## src/rtl/core/gbn_pkg.sv

```systemverilog
// ----------------------------------------------------------------------------
// gbn_pkg
// Shared widths, register codes and controller/datapath interface types.
// ----------------------------------------------------------------------------
package gbn_pkg;

  localparam int MAX_KEPT_DEFAULT = 64;

  localparam int COORD_W    = 16;
  localparam int CLASS_W    = 8;
  localparam int AREA_W     = 2 * COORD_W;
  localparam int POS_W      = 7;
  localparam int THR_W      = 16;
  localparam int CFG_DATA_W = 16;
  localparam int CFG_IDX_W  = 1;

  localparam logic [THR_W-1:0] IOU_THR_RESET = 16'd29491;  // 0.45 over 65536

  // configuration register indexes
  localparam logic [CFG_IDX_W-1:0] REG_IOU_THRESHOLD  = 1'd0;
  localparam logic [CFG_IDX_W-1:0] REG_CLASS_AGNOSTIC = 1'd1;

  typedef struct packed {
    logic signed [COORD_W-1:0] left;
    logic signed [COORD_W-1:0] top;
    logic [COORD_W-1:0]        width;
    logic [COORD_W-1:0]        height;
    logic [CLASS_W-1:0]        cls;
    logic [AREA_W-1:0]         area;
  } entry_t;

  typedef struct packed {
    logic capture;  // latch the incoming box, start a scan
    logic issue;    // read the next kept entry into the compare pipe
    logic commit;   // store if kept and there is room, load the result register
  } cmd_t;

  typedef struct packed {
    logic scan_done;  // every kept entry has been issued
    logic pipe_busy;  // compares still in flight
    logic out_free;   // result register can take a new beat
  } sts_t;

endpackage

```

## src/rtl/core/gbn_ctrl.sv

```systemverilog
// ----------------------------------------------------------------------------
// gbn_ctrl
// Sequencer: capture a box, scan the kept store, drain, commit the result.
// ----------------------------------------------------------------------------
module gbn_ctrl
  import gbn_pkg::*;
(
  input  logic clk,
  input  logic rst,
  input  logic in_valid,
  output logic in_ready,
  input  sts_t sts,
  output cmd_t cmd
);

  typedef enum logic [1:0] {
    ST_IDLE,
    ST_SCAN,
    ST_COMMIT
  } state_t;

  state_t state;

  always_ff @(posedge clk) begin
    if (rst) begin
      state <= ST_IDLE;
    end else begin
      case (state)
        ST_IDLE: begin
          if (in_valid) state <= ST_SCAN;
        end
        ST_SCAN: begin
          if (sts.scan_done && !sts.pipe_busy) state <= ST_COMMIT;
        end
        ST_COMMIT: begin
          if (sts.out_free) state <= ST_IDLE;
        end
        default: state <= ST_IDLE;
      endcase
    end
  end

  assign in_ready    = (state == ST_IDLE);
  assign cmd.capture = (state == ST_IDLE) && in_valid;
  assign cmd.issue   = (state == ST_SCAN) && !sts.scan_done;
  assign cmd.commit  = (state == ST_COMMIT) && sts.out_free;

endmodule

```

## config.mk

```make
export PLATFORM = sky130hd
export DESIGN_NAME = gbn_ctrl
export DESIGN_NICKNAME = d
export VERILOG_FILES = /design/src/rtl/core/gbn_pkg.sv /design/src/rtl/core/gbn_ctrl.sv
export SDC_FILE = /design/constraint.sdc
export NUM_CORES = 1
export LEC_CHECK = 0
export BUFFER_PORTS_ARGS = -buffer_cell sky130_fd_sc_hd__buf_4
export CAP_MARGIN = 20
export CORE_AREA = 5 5 42 44
export CTS_BUF_LIST = sky130_fd_sc_hd__clkbuf_4 sky130_fd_sc_hd__clkbuf_8 sky130_fd_sc_hd__clkbuf_16
export DETAILED_ROUTE_END_ITERATION = 10
export DIE_AREA = 0 0 47 49
export PLACE_DENSITY = 0.31
export SYNTH_ARGS = -nofsm -noshare
export SYNTH_HDL_FRONTEND = slang
export SYNTH_SLANG_ARGS = --single-unit
```

## constraint.sdc

```tcl
create_clock -name clk -period 1.4 [get_ports clk]
set_input_delay 0.28 -clock clk [delete_from_list [all_inputs] [get_ports clk]]
set_output_delay 0.28 -clock clk [all_outputs]
set_load 0.1 [all_outputs]
```

-- After elaboration in Yosys (flattened, before gate mapping)
Cells that the tools add are included.
- word-level logic and storage cells: 18
- bits in latches: 0
- bits in read-only memories: 0
- output and inout bits: 4
- memories: 0
- memory bits (writable): 0
- flip-flop bits (word level): 2
- divide/modulo/power cells: 0
- shifts and indexed selects: 0
- reduce and logical (&&, ||, !) cells: 8
- bitwise gates (word level): 0
- add/subtract/negate cells: 0
- multipliers: 0
- muxes and demuxes: 4
- equality and inequality tests: 5
- magnitude comparators: 0
- operators by type and width (operator ; count):
    two-way mux 2 bit ; 3
    != test 2 bit (second input constant) ; 3
    one-hot mux 2 bit (3 select lines) ; 1
    logical AND 1 bit ; 4
    AND reduction 3 bit ; 1
    equality test 2 x 1 -> 1 bit (second input constant) ; 1
    equality test 2 bit (second input constant) ; 1
    zero test 1 bit ; 2
    zero test 2 bit ; 1

-- Longest topological paths before layout
- depth after elaboration: 4
- mapped depth: 2

-- Worst setup path after synthesis
No wires, ideal clock.
- kind: register to output
- start point: register state[0]
- end point: output cmd[1] (netlist bit)
- path buffers: 0
- setup slack: -1.492 ns
- stages on the path, launching flop included: 2
- required time: 1.120 ns
- arrival time: 2.612 ns
- path through: dfxtp_1 -> nor3b_1
- RTL lines (element ; line ; RTL):
    from (decl) ; gbn_ctrl.sv:22 ; state_t state;
    from (signal assigned) ; gbn_ctrl.sv:26 ; state <= ST_IDLE;
    from (signal assigned) ; gbn_ctrl.sv:30 ; if (in_valid) state <= ST_SCAN;
    from (signal assigned) ; gbn_ctrl.sv:33 ; if (sts.scan_done && !sts.pipe_busy) state <= ST_COMMIT;
    to (decl) ; gbn_ctrl.sv:13 ; output cmd_t cmd

==> key figures <==
Timing
  – Highest clock rate: approximately 750 MHz
  – Relative slew slack: 81.40%
  – Slew of the pin with the lowest slew margin: roughly 0.28 ns
  – Final Cycle Share: a little over nine tenths
  – Clock Skew: between 0.0003 and 0.0004 ns
  – Final setup vio count: 0
  – Final hold violation count: 0
  – Period minus WS final: between 1 and 1.5 ns
  – Final slew viol count: 0
  – RSZ-0062 raised after global routing: false

Power and ir drop
  – Static Leak: roughly 0.11 nW
  – Power per Cell Area: around 1100 mW/mm²
  – Total power: 0.3024 mW
  – Peak VDD IR: approximately 400 µV

Clocking
  – Max Root-Sink Buffers: 2
  – CTS tree: done
  – Clk_lat worst skew: approximately 0.22 ns
  – Clk Tree Root Cell: clkbuf_4
  – Clock sinks: 2
  – Post-CTS Setup Inserts: 0
  – CTS buffer count: 3
  – Reg clk slew, reported paths: about 0.030 ns
  – H-Tree Depth: 1

Worst setup path
  – Worst path max stage delay: 0.40 ns
  – R2R depth: 2
  – Required @ worst endpoint: between 1 and 1.5 ns
  – Reg2reg setup slack: 0.42 ns
  – CP Data Arrival Time: roughly 1.1 ns
  – Crit path kind: flip-flop to output pin
  – Crit path max fanout: 6
  – Crit path cell chain: nand2_1 -> nor2_4 -> buf_6
  – Crit-path slowest cell: dfxtp_2
  – CP Launch Type: flip-flop
  – Reg2reg start: state[1]$_SDFFE_PP0P_
  – Crit end category: output pin
  – Reg2reg end: state[1]$_SDFFE_PP0P_

Job
  – MaxCap Viol Count: 0

Layout
  – Biggest registers after layout: state: 2 flops
  – Area growth syn-to-layout: 150.6%
  – Top reg by flops: state
  – Fin util: between 10% and 20%
  – Ant. Diodes: 0
  – Final Instance Area: around 270 µm²
  – Max FFs per register: 2
  – Post-route insts no fill: 41
  – Share of post-route cells with drive strength above 1: 72.00%
  – Layout Nets: 33

Min path
  – Hold Path Origin: rst
  – Worst Hold Class: primary input to flip-flop
  – Worst Hold End: state[1]$_SDFFE_PP0P_
  – Hold path cells: 2

GRT
  – Vias in the first global route: roughly 160
  – GRT overflow: 0
  – First-pass GRT wire length: a little over 600 µm
  – Antenna violations before repair: 0
  – Largest net degree at the start of global routing: 8
  – Total track usage: 3.865%

Die
  – Die ar.: around 0.0023 mm²
  – Die X: approximately 47 µm
  – Core footprint: between 0.001 and 0.0015 mm²
  – Row count: 14
  – I/O pins: 10
  – Die Ht: slightly below 50 µm
  – Initial core utilization: between 7 and 8%

Synthesis
  – Sequential element share of the synthesized area: a little under two fifths
  – Synth area leader: dfxtp_1
  – Post-Synthesis Cell Area: between 100 and 150 µm²
  – Synth Instances: 13
  – Cell variety after synth: 10
  – Most instantiated cells after synthesis: nor2_1 (3), dfxtp_1 (2)
  – Yosys warnings: 0
  – Mapped Avg Cell Area: about 8.4 µm²
  – Top_reg_cell synth: dfxtp_1
  – Count leader, synth: nor2_1
  – Yosys top cell area share: a little under two fifths
  – EDFF count, synth: 0
  – Async set-reset flop share out of synthesis: 0%
  – Post-synthesis net count: 19
  – #FFs+latches synth: 2
  – Synth top area cells: dfxtp_1 (37%), nand4bb_1 (10%), nor2_1 (10%)

Drt
  – Initial DRC count: 1
  – 1st-pass router iterations: 2
  – DR WL/cell: approximately 9.6 µm
  – Via count: approximately 140
  – Vias per Instance: 3.463
  – Antenna Violating Nets Remaining: 0
  – Drt drc: 0
  – Total Routed Length: ~400 µm

Placed design
  – GPL Wtd Cong: between 0.6 and 0.7
  – Number of port buffers: 9
  – Post-DP HPWL: between 300 and 400 µm
  – Post-placement cell area: around 230 µm²
  – Cells after DPL: 38

Run status
  – Status: complete, no violations
[critical path, delay by kind of cell (launching register included)]
kind                   cells  cell delay (ns)
buffers and inverters      1             0.22
DFF                        1             0.40
and+or+nand+nor            2             0.20
[cell families after synthesis]
| family | share of synthesized area (%) |
|---|---|
| compound gates | 4.593 |
| simple gates | 58.63 |
| flops | 36.78 |
[layout by cell type, fill, tap and decap left out, types with 2 or more instances in the layout]
master and instances:
buf_4 6, buf_6 2, clkbuf_4 3, nor2_4 2
[how the worst max path moves through the flow]
stage	to	depth (start not counted)	start	slack [ns]
CTS	cmd[1]	2	state[0]$_SDFFE_PP0P_	0.004
global placement	cmd[1]	2	state[0]$_SDFFE_PP0P_	0.22
floorplan	cmd[2]	2	state[1]$_SDFFE_PP0P_	-0.19
detailed placement	cmd[1]	2	state[0]$_SDFFE_PP0P_	0.20
global route	cmd[0]	3	state[1]$_SDFFE_PP0P_	0.005
finish	cmd[0]	3	state[1]$_SDFFE_PP0P_	0.06
[where the power goes]
part | switching [mW] | internal (mW) | total, mW
registers | 0.00861 | 0.0611 | 0.0697
logic | 0.0693 | 0.0369 | 0.106
clock network | 0.0320 | 0.0945 | 0.126
[repair_timing]
item | in CTS | in global routing
endpoints found under the hold margin | 0 | 0
endpoints found under the setup margin | 2 | 2
hold buffers | 0 | 0
resized for setup | 2 | 4
[stage by stage]
| step | setup TNS [ns] | setup slack, ns | hold WS (ns) |
|---|---|---|---|
| final | 0 | 0.06369 | 0.2178 |
| after global routing | 0 | 0.004713 | 0.2080 |
| after CTS | 0 | 0.004353 | 0.2076 |
| after detailed placement | 0 | 0.2022 | 0.4491 |
| after global placement | 0 | 0.2185 | 0.4482 |
| after floorplan | -0.3298 | -0.1877 | 0.3417 |
[routing by layer]
layer,GRT usage (%),up-vias,part of all wire (%)
li1,-,72,-
met1,4.585,61,41
met2,3.620,9,39
met3,4.428,0,19
met4,2.765,0,0
met5,0,-,0
[final cells by class]
class                   instances  area (µm²)
flip-flops and latches          2       45.04
fillers                       163        1129
repair buffers                  9       87.58
clock buffers                   3       22.52
well taps                      16       20.02
multi-input cells              11       97.59
Power figures use the tool's default switching activity.
